[src/rtl/ps2kmc_pkg.sv]
// ----------------------------------------------------------------------------
// PS/2 keyboard/mouse controller package
// Item types, command codes, status bits and canned reply decode.
// ----------------------------------------------------------------------------
`default_nettype none

package ps2kmc_pkg;

   localparam int FIFO_DEPTH_DEF = 16;
   localparam int REPLY_MAX      = 4;
   localparam int IRQ_W          = 5;

   typedef enum logic [1:0] {
      OP_READ  = 2'd0,
      OP_WRITE = 2'd1,
      OP_SCAN  = 2'd2,
      OP_MOUSE = 2'd3
   } op_type;

   typedef enum logic {
      CSR_KBD_IRQ   = 1'b0,
      CSR_MOUSE_IRQ = 1'b1
   } csr_idx_type;

   localparam logic [3:0] OFS_DATA  = 4'd0;
   localparam logic [3:0] OFS_CMD   = 4'd4;
   localparam logic [3:0] OFS_LIMIT = 4'd8;

   // status bits
   localparam int ST_OBF = 0;   // output buffer full
   localparam int ST_IBF = 1;   // input buffer full
   localparam int ST_AUX = 5;   // aux (mouse) data / mouse command routing

   // reply bytes
   localparam logic [7:0] RSP_ACK    = 8'hFA;
   localparam logic [7:0] RSP_BAT_OK = 8'hAA;
   localparam logic [7:0] RSP_ID_HI  = 8'hAB;
   localparam logic [7:0] RSP_ID_LO  = 8'h83;
   localparam logic [7:0] RSP_ECHO   = 8'hEE;
   localparam logic [7:0] RSP_ZERO   = 8'h00;
   localparam logic [7:0] PKT_SYNC   = 8'h08;
   localparam logic [7:0] AUX_MARK   = 8'h80;

   // keyboard commands
   localparam logic [7:0] KBD_SET_LEDS  = 8'hED;
   localparam logic [7:0] KBD_ECHO      = 8'hEE;
   localparam logic [7:0] KBD_SCAN_SET  = 8'hF0;
   localparam logic [7:0] KBD_READ_ID   = 8'hF2;
   localparam logic [7:0] KBD_TYPEMATIC = 8'hF3;
   localparam logic [7:0] KBD_ENABLE    = 8'hF4;
   localparam logic [7:0] KBD_DISABLE   = 8'hF5;
   localparam logic [7:0] KBD_DEFAULTS  = 8'hF6;
   localparam logic [7:0] KBD_RESET     = 8'hFF;

   // mouse commands
   localparam logic [7:0] MS_SCALE_1    = 8'hE6;
   localparam logic [7:0] MS_SCALE_2    = 8'hE7;
   localparam logic [7:0] MS_RESOLUTION = 8'hE8;
   localparam logic [7:0] MS_STATUS     = 8'hE9;
   localparam logic [7:0] MS_STREAM     = 8'hEA;
   localparam logic [7:0] MS_READ_DATA  = 8'hEB;
   localparam logic [7:0] MS_WRAP_OFF   = 8'hEC;
   localparam logic [7:0] MS_WRAP_ON    = 8'hEE;
   localparam logic [7:0] MS_REMOTE     = 8'hF0;
   localparam logic [7:0] MS_READ_ID    = 8'hF2;
   localparam logic [7:0] MS_RATE       = 8'hF3;
   localparam logic [7:0] MS_ENABLE     = 8'hF4;
   localparam logic [7:0] MS_DISABLE    = 8'hF5;
   localparam logic [7:0] MS_DEFAULTS   = 8'hF6;
   localparam logic [7:0] MS_RESET      = 8'hFF;

   // controller commands
   localparam logic [7:0] CTL_READ_CFG  = 8'h20;
   localparam logic [7:0] CTL_WRITE_CFG = 8'h60;
   localparam logic [7:0] CTL_AUX_OFF   = 8'hA7;
   localparam logic [7:0] CTL_AUX_ON    = 8'hA8;
   localparam logic [7:0] CTL_AUX_TEST  = 8'hA9;
   localparam logic [7:0] CTL_SELF_TEST = 8'hAA;
   localparam logic [7:0] CTL_KBD_TEST  = 8'hAB;
   localparam logic [7:0] CTL_KBD_OFF   = 8'hAD;
   localparam logic [7:0] CTL_KBD_ON    = 8'hAE;
   localparam logic [7:0] CTL_READ_IN   = 8'hC0;
   localparam logic [7:0] CTL_READ_OUT  = 8'hD0;
   localparam logic [7:0] CTL_WRITE_OUT = 8'hD1;

   typedef struct packed {
      logic [1:0]        operation;
      logic [3:0]        offset;
      logic [7:0]        write_data;
      logic [7:0]        scancode;
      logic [2:0]        buttons;
      logic signed [7:0] delta_x;
      logic signed [7:0] delta_y;
   } req_type;

   typedef struct packed {
      logic [7:0]  read_data;
      logic        access_ok;
      logic [7:0]  status_now;
      logic [31:0] interrupt_lines;
      logic        dropped;
   } rsp_type;

   // canned reply for a device command; data[0] is queued first
   typedef struct packed {
      logic [2:0]                     len;
      logic [REPLY_MAX-1:0][7:0]      data;
      logic                           set_obf;
      logic                           set_ibf;
   } reply_type;

   function automatic reply_type kbd_reply(input logic [7:0] cmd);
      reply_type r;
      r = '0;
      unique case (cmd)
         KBD_SET_LEDS, KBD_SCAN_SET, KBD_TYPEMATIC: r.set_ibf = 1'b1;
         KBD_ECHO: begin
            r.len = 3'd1;
            r.data[0] = RSP_ECHO;
         end
         KBD_READ_ID: begin
            r.len = 3'd3;
            r.data[0] = RSP_ACK;
            r.data[1] = RSP_ID_HI;
            r.data[2] = RSP_ID_LO;
         end
         KBD_ENABLE, KBD_DISABLE, KBD_DEFAULTS: begin
            r.len = 3'd1;
            r.data[0] = RSP_ACK;
         end
         KBD_RESET: begin
            r.len = 3'd2;
            r.data[0] = RSP_ACK;
            r.data[1] = RSP_BAT_OK;
         end
         default: r = '0;
      endcase
      r.set_obf = (r.len != 3'd0);
      return r;
   endfunction

   function automatic reply_type mouse_reply(input logic [7:0] cmd);
      reply_type r;
      r = '0;
      unique case (cmd)
         MS_RESOLUTION, MS_RATE: r.set_ibf = 1'b1;
         MS_SCALE_1, MS_SCALE_2, MS_STREAM, MS_WRAP_OFF, MS_WRAP_ON,
         MS_REMOTE, MS_ENABLE, MS_DISABLE, MS_DEFAULTS: begin
            r.len = 3'd1;
            r.data[0] = RSP_ACK;
         end
         MS_STATUS, MS_READ_DATA: begin
            r.len = 3'd4;
            r.data[0] = RSP_ACK;
         end
         MS_READ_ID: begin
            r.len = 3'd2;
            r.data[0] = RSP_ACK;
         end
         MS_RESET: begin
            r.len = 3'd3;
            r.data[0] = RSP_ACK;
            r.data[1] = RSP_BAT_OK;
         end
         default: r = '0;
      endcase
      r.set_obf = (r.len != 3'd0);
      return r;
   endfunction

endpackage

`default_nettype wire

[src/rtl/ps2_keyboard_mouse_controller.sv]
// ----------------------------------------------------------------------------
// PS/2 keyboard/mouse controller
// 8042-style register block with keyboard and mouse byte FIFOs.
// ----------------------------------------------------------------------------
// Usage:
//   req_* carries one item: a bus read, a bus write, a scancode push or a
//   mouse packet push. Each item yields exactly one rsp_* item with the read
//   byte, access status, the new status register, the interrupt vector and a
//   drop flag. csr_* sets the interrupt bit positions, written while idle.
//   The response is registered: an item accepted at an edge shows on rsp_*
//   right after it. Throughput is one item per cycle while the receiver takes
//   each response; the decode, the FIFO room check and the up-to-four-slot
//   FIFO write sit between the request handshake and the response register.
//   If the receiver stalls, the response holds and req_ready stays high only
//   while the held response is taken in the same cycle.
//   Reset empties both FIFOs, clears status, sets both enables and puts the
//   interrupt lines at bits 1 (keyboard) and 12 (mouse). FIFO contents are
//   not cleared; only written slots are ever read.
// ----------------------------------------------------------------------------
`default_nettype none

module ps2_keyboard_mouse_controller #(
   parameter int FIFO_DEPTH = ps2kmc_pkg::FIFO_DEPTH_DEF
) (
   input  wire logic                       clock,
   input  wire logic                       reset,
   input  wire logic                       req_valid,
   output logic                            req_ready,
   input  wire ps2kmc_pkg::req_type        req_data,
   output logic                            rsp_valid,
   input  wire logic                       rsp_ready,
   output ps2kmc_pkg::rsp_type             rsp_data,
   input  wire logic                       csr_we,
   input  wire logic                       csr_index,
   input  wire logic [ps2kmc_pkg::IRQ_W-1:0] csr_wdata
);

   import ps2kmc_pkg::*;

   localparam int PTR_W = $clog2(FIFO_DEPTH);
   localparam int CNT_W = $clog2(FIFO_DEPTH + 1);
   localparam int SUM_W = PTR_W + 1;

   // state
   logic                  rsp_valid_ff;
   rsp_type               rsp_data_ff, rsp_data_in;
   logic [7:0]            status_ff, status_in;
   logic                  kbd_en_ff, kbd_en_in;
   logic                  mouse_en_ff, mouse_en_in;
   logic [IRQ_W-1:0]      kbd_irq_ff, mouse_irq_ff;
   logic [PTR_W-1:0]      kbd_head_ff, kbd_head_in;
   logic [PTR_W-1:0]      mouse_head_ff, mouse_head_in;
   logic [CNT_W-1:0]      kbd_count_ff, kbd_count_in;
   logic [CNT_W-1:0]      mouse_count_ff, mouse_count_in;
   logic [7:0]            kbd_mem_ff   [FIFO_DEPTH];
   logic [7:0]            mouse_mem_ff [FIFO_DEPTH];

   // per-item decode
   logic                  accept;
   reply_type             kbd_rep, mouse_rep;
   logic [2:0]            kbd_req_len, mouse_req_len;
   logic [REPLY_MAX-1:0][7:0] kbd_bytes, mouse_bytes;
   logic                  kbd_fit, mouse_fit;
   logic [2:0]            kbd_push_len, mouse_push_len;
   logic                  kbd_pop, mouse_pop;
   logic [7:0]            rdata;
   logic                  ok;
   logic [PTR_W-1:0]      kbd_pos   [REPLY_MAX];
   logic [PTR_W-1:0]      mouse_pos [REPLY_MAX];

   assign accept    = req_valid && req_ready;
   assign req_ready = !rsp_valid_ff || rsp_ready;
   assign rsp_valid = rsp_valid_ff;
   assign rsp_data  = rsp_data_ff;

   assign kbd_rep   = kbd_reply(req_data.write_data);
   assign mouse_rep = mouse_reply(req_data.write_data);

   // operation decode: what to pop, what to queue, status and enables
   always_comb begin
      kbd_req_len   = 3'd0;
      mouse_req_len = 3'd0;
      kbd_bytes     = '0;
      mouse_bytes   = '0;
      kbd_pop       = 1'b0;
      mouse_pop     = 1'b0;
      rdata         = 8'd0;
      ok            = 1'b0;
      status_in     = status_ff;
      kbd_en_in     = kbd_en_ff;
      mouse_en_in   = mouse_en_ff;
      unique case (op_type'(req_data.operation))
         OP_READ: begin
            if (req_data.offset < OFS_LIMIT) begin
               ok = 1'b1;
               if (req_data.offset == OFS_DATA) begin
                  if (kbd_count_ff != '0) begin
                     rdata = kbd_mem_ff[kbd_head_ff];
                     kbd_pop = 1'b1;
                     status_in[ST_OBF] = 1'b0;
                  end else if (mouse_count_ff != '0) begin
                     rdata = mouse_mem_ff[mouse_head_ff] | AUX_MARK;
                     mouse_pop = 1'b1;
                     status_in[ST_OBF] = 1'b0;
                  end
               end else if (req_data.offset == OFS_CMD) begin
                  rdata = status_ff;
               end
            end
         end
         OP_WRITE: begin
            if (req_data.offset < OFS_LIMIT) begin
               ok = 1'b1;
               if (req_data.offset == OFS_DATA) begin
                  if (status_ff[ST_AUX]) begin
                     mouse_req_len = mouse_rep.len;
                     mouse_bytes   = mouse_rep.data;
                     status_in[ST_OBF] = status_ff[ST_OBF] | mouse_rep.set_obf;
                     status_in[ST_IBF] = status_ff[ST_IBF] | mouse_rep.set_ibf;
                  end else begin
                     kbd_req_len = kbd_rep.len;
                     kbd_bytes   = kbd_rep.data;
                     status_in[ST_OBF] = status_ff[ST_OBF] | kbd_rep.set_obf;
                     status_in[ST_IBF] = status_ff[ST_IBF] | kbd_rep.set_ibf;
                  end
               end else if (req_data.offset == OFS_CMD) begin
                  unique case (req_data.write_data)
                     CTL_READ_CFG, CTL_AUX_TEST, CTL_SELF_TEST, CTL_KBD_TEST,
                     CTL_READ_IN, CTL_READ_OUT: status_in[ST_OBF] = 1'b1;
                     CTL_WRITE_CFG, CTL_WRITE_OUT: status_in[ST_IBF] = 1'b1;
                     CTL_AUX_OFF: mouse_en_in = 1'b0;
                     CTL_AUX_ON:  mouse_en_in = 1'b1;
                     CTL_KBD_OFF: kbd_en_in = 1'b0;
                     CTL_KBD_ON:  kbd_en_in = 1'b1;
                     default: ;
                  endcase
               end
            end
         end
         OP_SCAN: begin
            if (kbd_en_ff) begin
               kbd_req_len  = 3'd1;
               kbd_bytes[0] = req_data.scancode;
               status_in[ST_OBF] = 1'b1;
               status_in[ST_AUX] = 1'b0;
            end
         end
         OP_MOUSE: begin
            if (mouse_en_ff) begin
               mouse_req_len  = 3'd3;
               mouse_bytes[0] = PKT_SYNC | {5'd0, req_data.buttons};
               mouse_bytes[1] = req_data.delta_x;
               mouse_bytes[2] = req_data.delta_y;
               status_in[ST_OBF] = 1'b1;
               status_in[ST_AUX] = 1'b1;
            end
         end
         default: ;
      endcase
   end

   // room check: a reply goes in whole or not at all
   assign kbd_fit = (CNT_W + 1)'(kbd_count_ff) + (CNT_W + 1)'(kbd_req_len)
                    <= (CNT_W + 1)'(FIFO_DEPTH);
   assign mouse_fit = (CNT_W + 1)'(mouse_count_ff) + (CNT_W + 1)'(mouse_req_len)
                      <= (CNT_W + 1)'(FIFO_DEPTH);
   assign kbd_push_len   = kbd_fit   ? kbd_req_len   : 3'd0;
   assign mouse_push_len = mouse_fit ? mouse_req_len : 3'd0;

   // write slots: for every slot written, head + count + i stays below twice the depth
   always_comb begin
      logic [SUM_W-1:0] ksum, msum;
      for (int i = 0; i < REPLY_MAX; i++) begin
         ksum = SUM_W'(kbd_head_ff) + SUM_W'(kbd_count_ff) + SUM_W'(i);
         msum = SUM_W'(mouse_head_ff) + SUM_W'(mouse_count_ff) + SUM_W'(i);
         if (ksum >= SUM_W'(FIFO_DEPTH)) ksum = ksum - SUM_W'(FIFO_DEPTH);
         if (msum >= SUM_W'(FIFO_DEPTH)) msum = msum - SUM_W'(FIFO_DEPTH);
         kbd_pos[i]   = ksum[PTR_W-1:0];
         mouse_pos[i] = msum[PTR_W-1:0];
      end
   end

   always_comb begin
      kbd_head_in = kbd_head_ff;
      if (kbd_pop) begin
         kbd_head_in = (kbd_head_ff == PTR_W'(FIFO_DEPTH - 1)) ? '0
                       : kbd_head_ff + 1'b1;
      end
      mouse_head_in = mouse_head_ff;
      if (mouse_pop) begin
         mouse_head_in = (mouse_head_ff == PTR_W'(FIFO_DEPTH - 1)) ? '0
                         : mouse_head_ff + 1'b1;
      end
      kbd_count_in   = kbd_count_ff - CNT_W'(kbd_pop) + CNT_W'(kbd_push_len);
      mouse_count_in = mouse_count_ff - CNT_W'(mouse_pop) + CNT_W'(mouse_push_len);
   end

   always_comb begin
      rsp_data_in.read_data       = rdata;
      rsp_data_in.access_ok       = ok;
      rsp_data_in.status_now      = status_in;
      rsp_data_in.interrupt_lines =
         ((kbd_count_in != '0) ? (32'd1 << kbd_irq_ff) : 32'd0) |
         ((mouse_count_in != '0) ? (32'd1 << mouse_irq_ff) : 32'd0);
      rsp_data_in.dropped = (kbd_req_len != 3'd0 && !kbd_fit) ||
                            (mouse_req_len != 3'd0 && !mouse_fit);
   end

   always_ff @(posedge clock) begin
      if (reset) begin
         rsp_valid_ff   <= 1'b0;
         status_ff      <= '0;
         kbd_en_ff      <= 1'b1;
         mouse_en_ff    <= 1'b1;
         kbd_head_ff    <= '0;
         kbd_count_ff   <= '0;
         mouse_head_ff  <= '0;
         mouse_count_ff <= '0;
      end else begin
         if (accept) begin
            rsp_valid_ff   <= 1'b1;
            status_ff      <= status_in;
            kbd_en_ff      <= kbd_en_in;
            mouse_en_ff    <= mouse_en_in;
            kbd_head_ff    <= kbd_head_in;
            kbd_count_ff   <= kbd_count_in;
            mouse_head_ff  <= mouse_head_in;
            mouse_count_ff <= mouse_count_in;
         end else if (rsp_ready) begin
            rsp_valid_ff <= 1'b0;
         end
      end
   end

   always_ff @(posedge clock) begin
      if (reset) begin
         kbd_irq_ff   <= IRQ_W'(1);
         mouse_irq_ff <= IRQ_W'(12);
      end else if (csr_we) begin
         unique case (csr_idx_type'(csr_index))
            CSR_KBD_IRQ:   kbd_irq_ff   <= csr_wdata;
            CSR_MOUSE_IRQ: mouse_irq_ff <= csr_wdata;
            default: ;
         endcase
      end
   end

   always_ff @(posedge clock) begin
      if (accept) begin
         rsp_data_ff <= rsp_data_in;
      end
   end

   always_ff @(posedge clock) begin
      for (int i = 0; i < REPLY_MAX; i++) begin
         if (accept && 3'(i) < kbd_push_len) begin
            kbd_mem_ff[kbd_pos[i]] <= kbd_bytes[i];
         end
         if (accept && 3'(i) < mouse_push_len) begin
            mouse_mem_ff[mouse_pos[i]] <= mouse_bytes[i];
         end
      end
   end

endmodule

`default_nettype wire

[config.mk]
export PLATFORM = sky130hd
export DESIGN_NAME = ps2_keyboard_mouse_controller
export DESIGN_NICKNAME = d
export VERILOG_FILES = /design/src/rtl/ps2kmc_pkg.sv /design/src/rtl/ps2_keyboard_mouse_controller.sv
export SDC_FILE = /design/constraint.sdc
export NUM_CORES = 1
export LEC_CHECK = 0
export BUFFER_PORTS_ARGS = -buffer_cell sky130_fd_sc_hd__buf_2
export CAP_MARGIN = 20
export CORE_MARGIN = 5
export CORE_UTILIZATION = 62
export DETAILED_ROUTE_END_ITERATION = 7
export PLACE_DENSITY_LB_ADDON = 0.15
export SLEW_MARGIN = 10
export SYNTH_ARGS = -nofsm -noshare
export SYNTH_HDL_FRONTEND = slang
export SYNTH_SLANG_ARGS = --single-unit
[constraint.sdc]
create_clock -name clock -period 7.1 [get_ports clock]
set_input_delay 0 -clock clock [delete_from_list [all_inputs] [get_ports clock]]
set_output_delay 0 -clock clock [all_outputs]
set_load 0.02 [all_outputs]
After elaboration in Yosys (flattened, before gate mapping):

Memory sizes are Yosys's and may differ from the RTL's. A register that Yosys moved wholly into a read port is not among the register bits.
Index checks and enable logic that the tools add are counted.

* $add $sub $neg: 24
* $lt $le $gt $ge: 19
* eq/ne operators: 34
* shift operators: 2
* muxes and demuxes: 103
* bitwise gates (word level): 7
* reduce and logical (&&, ||, !) cells: 47

Operators by type and width (count)
* $eq A8 B8 Y1 const B: 26
* $mux W24: 5
* $mux W8: 9
* $mux W32: 2
* $shl A1 B5 Y32 const A: 2
* $mux W4: 15
* $mux W16: 3
* $pmux W24 S2: 1
* $pmux W8 S2: 3
* $mux W1: 43
* $ge A5 B5 Y1 const B: 8
* $or A32 B32 Y32: 1
* $sub A4 B1 Y4 const B: 8
* $mux W3: 8
* $add A5 B2 Y5 const B: 4
* $reduce_bool A5 Y1: 4
* $reduce_or A13 Y1: 1
* $add A5 B3 Y6: 2
* $le A6 B5 Y1 const B: 2
* $lt A1 B3 Y1 const A: 4
* $lt A2 B3 Y1 const A: 4
* $pmux W3 S2: 2
* $pmux W3 S4: 1
* $reduce_and A6 Y1: 2
* other kinds (34): 76

* register bits: 79
* memory bits (writable): 256
* output and inout port bits: 52
* logic and storage cells: 253
* memories: 2

Memory list
* kbd_mem_ff: depth 16, bits a word 8, rd ports 1, clocked after memory_dff 1, write ports 3, RTL line ps2_keyboard_mouse_controller.sv:55 `logic [7:0] kbd_mem_ff [FIFO_DEPTH];`
* mouse_mem_ff: depth 16, bits a word 8, rd ports 1, clocked after memory_dff 1, write ports 4, RTL line ps2_keyboard_mouse_controller.sv:56 `logic [7:0] mouse_mem_ff [FIFO_DEPTH];`

Depth between registers and ports, before layout:

* word-level depth: 16
* gate-level depth with buffers: 26

Worst setup path after synthesis:

Ideal clock, no wire load.

* path type: input port to flip-flop
* from: input port req_data[33] (netlist bit)
* to: register rsp_data_ff, in the netlist rsp_data[24], data pin
* arrival: 5.276 ns
* setup slack: 1.554 ns
* stages on the path: 23
* buffers on the path: 1
* path through: buf_2 -> and4b_1 -> a2bb2o_4 -> a211o_1 -> o31ai_4 -> inv_2 -> ha_1 -> fa_1 -> xor2_1 -> o311a_1 -> a211o_1 -> nor2_1 -> nand2_1 -> ha_1 -> inv_1 -> ha_1 -> fa_1 -> xor2_1 -> or3_1 -> nor3_1 -> nor2_1 -> nand3_1 -> o22ai_1

RTL lines
* start: declaration: RTL line ps2_keyboard_mouse_controller.sv:29 `input wire ps2kmc_pkg::req_type req_data,`
* end signal: assignment: RTL line ps2_keyboard_mouse_controller.sv:250 `rsp_data_ff <= rsp_data_in;`
* end: declaration: RTL line ps2_keyboard_mouse_controller.sv:46 `rsp_type rsp_data_ff, rsp_data_in;`

==> results.md <==
- Cell Pwr Density: 222.1 nW/µm²
- Period utilization: between 80% and 90%
- Maxcap violations: 0
- Clk Latency, worst-skew pair: approximately 540 ps
- Nets: 2251
- Avg Inst Size Synth: approximately 9.3 µm²
- Met1 Use GR: 53.58%
- Synth area leader: dfxtp_1
- CP Data Arrival Time: between 6000 and 7000 ps
- WP data required: 7440 ps
- Leakage: 8.181 nW
- FF+latch area: 7480 µm²
- Total GRT Usage: approximately 37%
- Num CTS Buffers: 36
- Outcome: finished clean
- First-pass GRT wire length: about 100 mm
- H-tree depth: 2
- Fin area: 21570 µm²
- Main combinational cell family by area after synthesis: compound AO/OA/AOI/OAI gates
- WL final: 67.52 mm
- CTS tree: done
- RD Place Congestion: 1.030
- Max_slew headroom: 19.97%
- Mux contribution to synthesized area: 15.28%
- Die Span X: 186.9 µm
- Most frequent cells in the layout: dfxtp_1 (232), nor2_1 (203), nand2_1 (201)
- Root Driver: clkbuf_16
- Placed cell areas: 20130 µm²
- Max-slew violations: 0
- EDFF count, synth: 93
- Initial Util: 63.10%
- Share of the synthesized area in the top cell type: 24.14%
- Compound-Gate Fraction of Synth Area: 19.89%
- Adder-cell share of the synthesized area: 3.005%
- Starting DRT DRC Count: approximately 2900
- Fmax: 163.3 MHz
- Cells after synthesis: ~2100
- Number of placed I/O pins: 104
- Total gr overflow: 0
- Crit end category: flip-flop
- Register bit total from synthesis: 327
- Seq/Total Area, Yosys: 38.54%
- Clock skew: between 30 and 40 ps
- Max FO, Critical Path: 19
- Clock tree sinks: 327
- Antenna violations before repair: 0
- Area Overhead vs Synth: 11.16%
- Least-Margin Pin Slew: 1189 ps
- Drt wl/cell: 26.20 µm
- Crit path time final: 6125 ps
- Ys flop type: dfxtp_1
- Share of flip-flops with an asynchronous set or reset: 0%
- # DRC: 0
- Gr busiest metal: met2
- Syn Std Cell Area: 19400 µm²
- Vias/cell: around 7
- Worst Hold Slack: 10.70 ps
- Fill cell count: 2385
- DR pass1 iterations: 6
- Netlist cell types: 101
- WS Path Type: input port to flip-flop
- DR vias: around 18000
- Ranking of synthesized cells by area: dfxtp_1 (24%), edfxtp_1 (14%), mux4_2 (7.8%)
- Core Region: 30750 µm²
- Met3 Track Usage GR: 10.23%
- Hold Vio Cnt, Final: 0
- CTS max path bufs: 3
- HP Class: input port to flip-flop
- RSZ-0062 raised after global routing: no
- Setup violators final: 0
- Pin count of the biggest net entering global routing: 65
- Worst vdd ir: roughly 0.00020 V
- Antenna cells: 0
- PortBufs: 96
- CTS resizes: 0
- Simple-gate share of the synthesized area: 17.99%
- Worst-path clk slew: 60 ps
- GRT met2 Usage: approximately 55%
- Detail Placement HPWL: roughly 48 mm
- Routed Antenna Nets: 0
- Die height: 186.9 µm
- Row count: 64
- Setup_tns: 0 ps
- Vias in the first global route: 17621
- Ys Warns: 0
- Crit start category: input port
- Die ar.: 34930 µm²
- Layout cells sized above 1: 15.27%
- Most common library cell in the layout ignoring fill and taps: dfxtp_1
- Post-synthesis xor/xnor area fraction: 1.638%
- Fin util: roughly 70%
- Multi-input gate area: 11250 µm²
==> repair_timing <==
action | in CTS | in global routing
buffers inserted | 0 | 0
hold endpoints to repair | 39 | 0
hold buffers | 26 | 0
==> area by class of cell <==
cell class | instances | area share (%)
clock buffer | 51 | 4.740
sequential | 327 | 34.68
tap | 396 | 2.297
inverter | 43 | 0.7484
multi-input combinational | 1589 | 52.16
clock inverter | 12 | 0.6556
timing repair buffer | 159 | 4.722
==> final timing paths <==
path                                          from                 end  slack, ps  cells after the start
worst max-delay path                  req_data[27]        rsp_data[27]        970                     26
worst max register to register        status_ff[5]        rsp_data[31]       1180                     22
worst min register to register  mouse_mem_ff[7][4]  mouse_mem_ff[7][4]        460                      2
worst min-delay path                  req_data[21]    kbd_mem_ff[3][2]         10                      3
==> logic make-up (layout without fill, tap and decap cells) <==
kind of cell,Yosys count,after routing
compound gates,596,596
xor+xnor,28,28
buf+inv,169,265
flops,327,327
mux,211,211
fa+ha+maj,43,43
other cells,1,5
simple gates,706,706
==> metal layers <==
| metal | wire length [µm] | vias up |
|---|---|---|
| li1 | - | 8016 |
| met1 | 26570 | 8763 |
| met2 | 28180 | 1403 |
| met3 | 9571 | 244 |
| met4 | 3198 | 0 |
| met5 | 0 | - |
==> state kept, by name, summed over array words and instances, names as in the netlist, 3 cells and up, named ones only <==
| register | cells |
|---|---|
| mouse_head_ff | 4 |
| kbd_mem_ff | 128 |
| status_ff | 3 |
| rsp_data | 45 |
| kbd_count_ff | 5 |
| mouse_irq_ff | 5 |
| mouse_mem_ff | 112 |
| mouse_count_ff | 5 |
| kbd_irq_ff | 5 |
| kbd_head_ff | 4 |
==> through the flow <==
stage | setup WS (ps) | power, mW | cells
after floorplan | 1554 | 2.652 | 2085
after CTS | 1023 | 4.758 | 2575
after detailed placement | 1076 | 2.902 | 2486
after global routing | 473.5 | 4.934 | 2577
final | 974.5 | 4.791 | 2577
after global placement | 1256 | 2.884 | 2486
==> critical path: stages <==
cell,delay (ps)
dlygate4sd3_1,520
buf_2,320
nor2_1,200
a2bb2o_4,240
a211o_1,340
o31ai_4,390
inv_2,190
ha_1,260
fa_1,460
xor2_1,200
o311a_1,340
a211o_1,290
nor2_1,210
nand2_1,90
ha_1,280
inv_1,40
ha_1,190
fa_1,400
a21o_1,200
a21oi_1,170
xor2_1,200
nor3_1,80
buf_4,160
nor2_1,230
nand2_1,200
o22ai_1,240
==> where the power goes <==
part	total [mW]	internal, mW	switching [mW]
logic	0.807	0.302	0.505
registers	2.11	2.03	0.0772
clock network	1.88	1.09	0.793
total	4.79	3.42	1.37
==> cell usage after synthesis (all sizes together) (40+ instances only) <==
cell type and number:
a21oi 175, o22ai 82, inv 41, edfxtp 93
nor2 206, nor3 75, mux2i 133, dfxtp 234
mux4 67, nand2 202, clkbuf 76, buf 50
o21ai 128, nand3 81, a211oi 40
(Power assumes the default switching activity.)
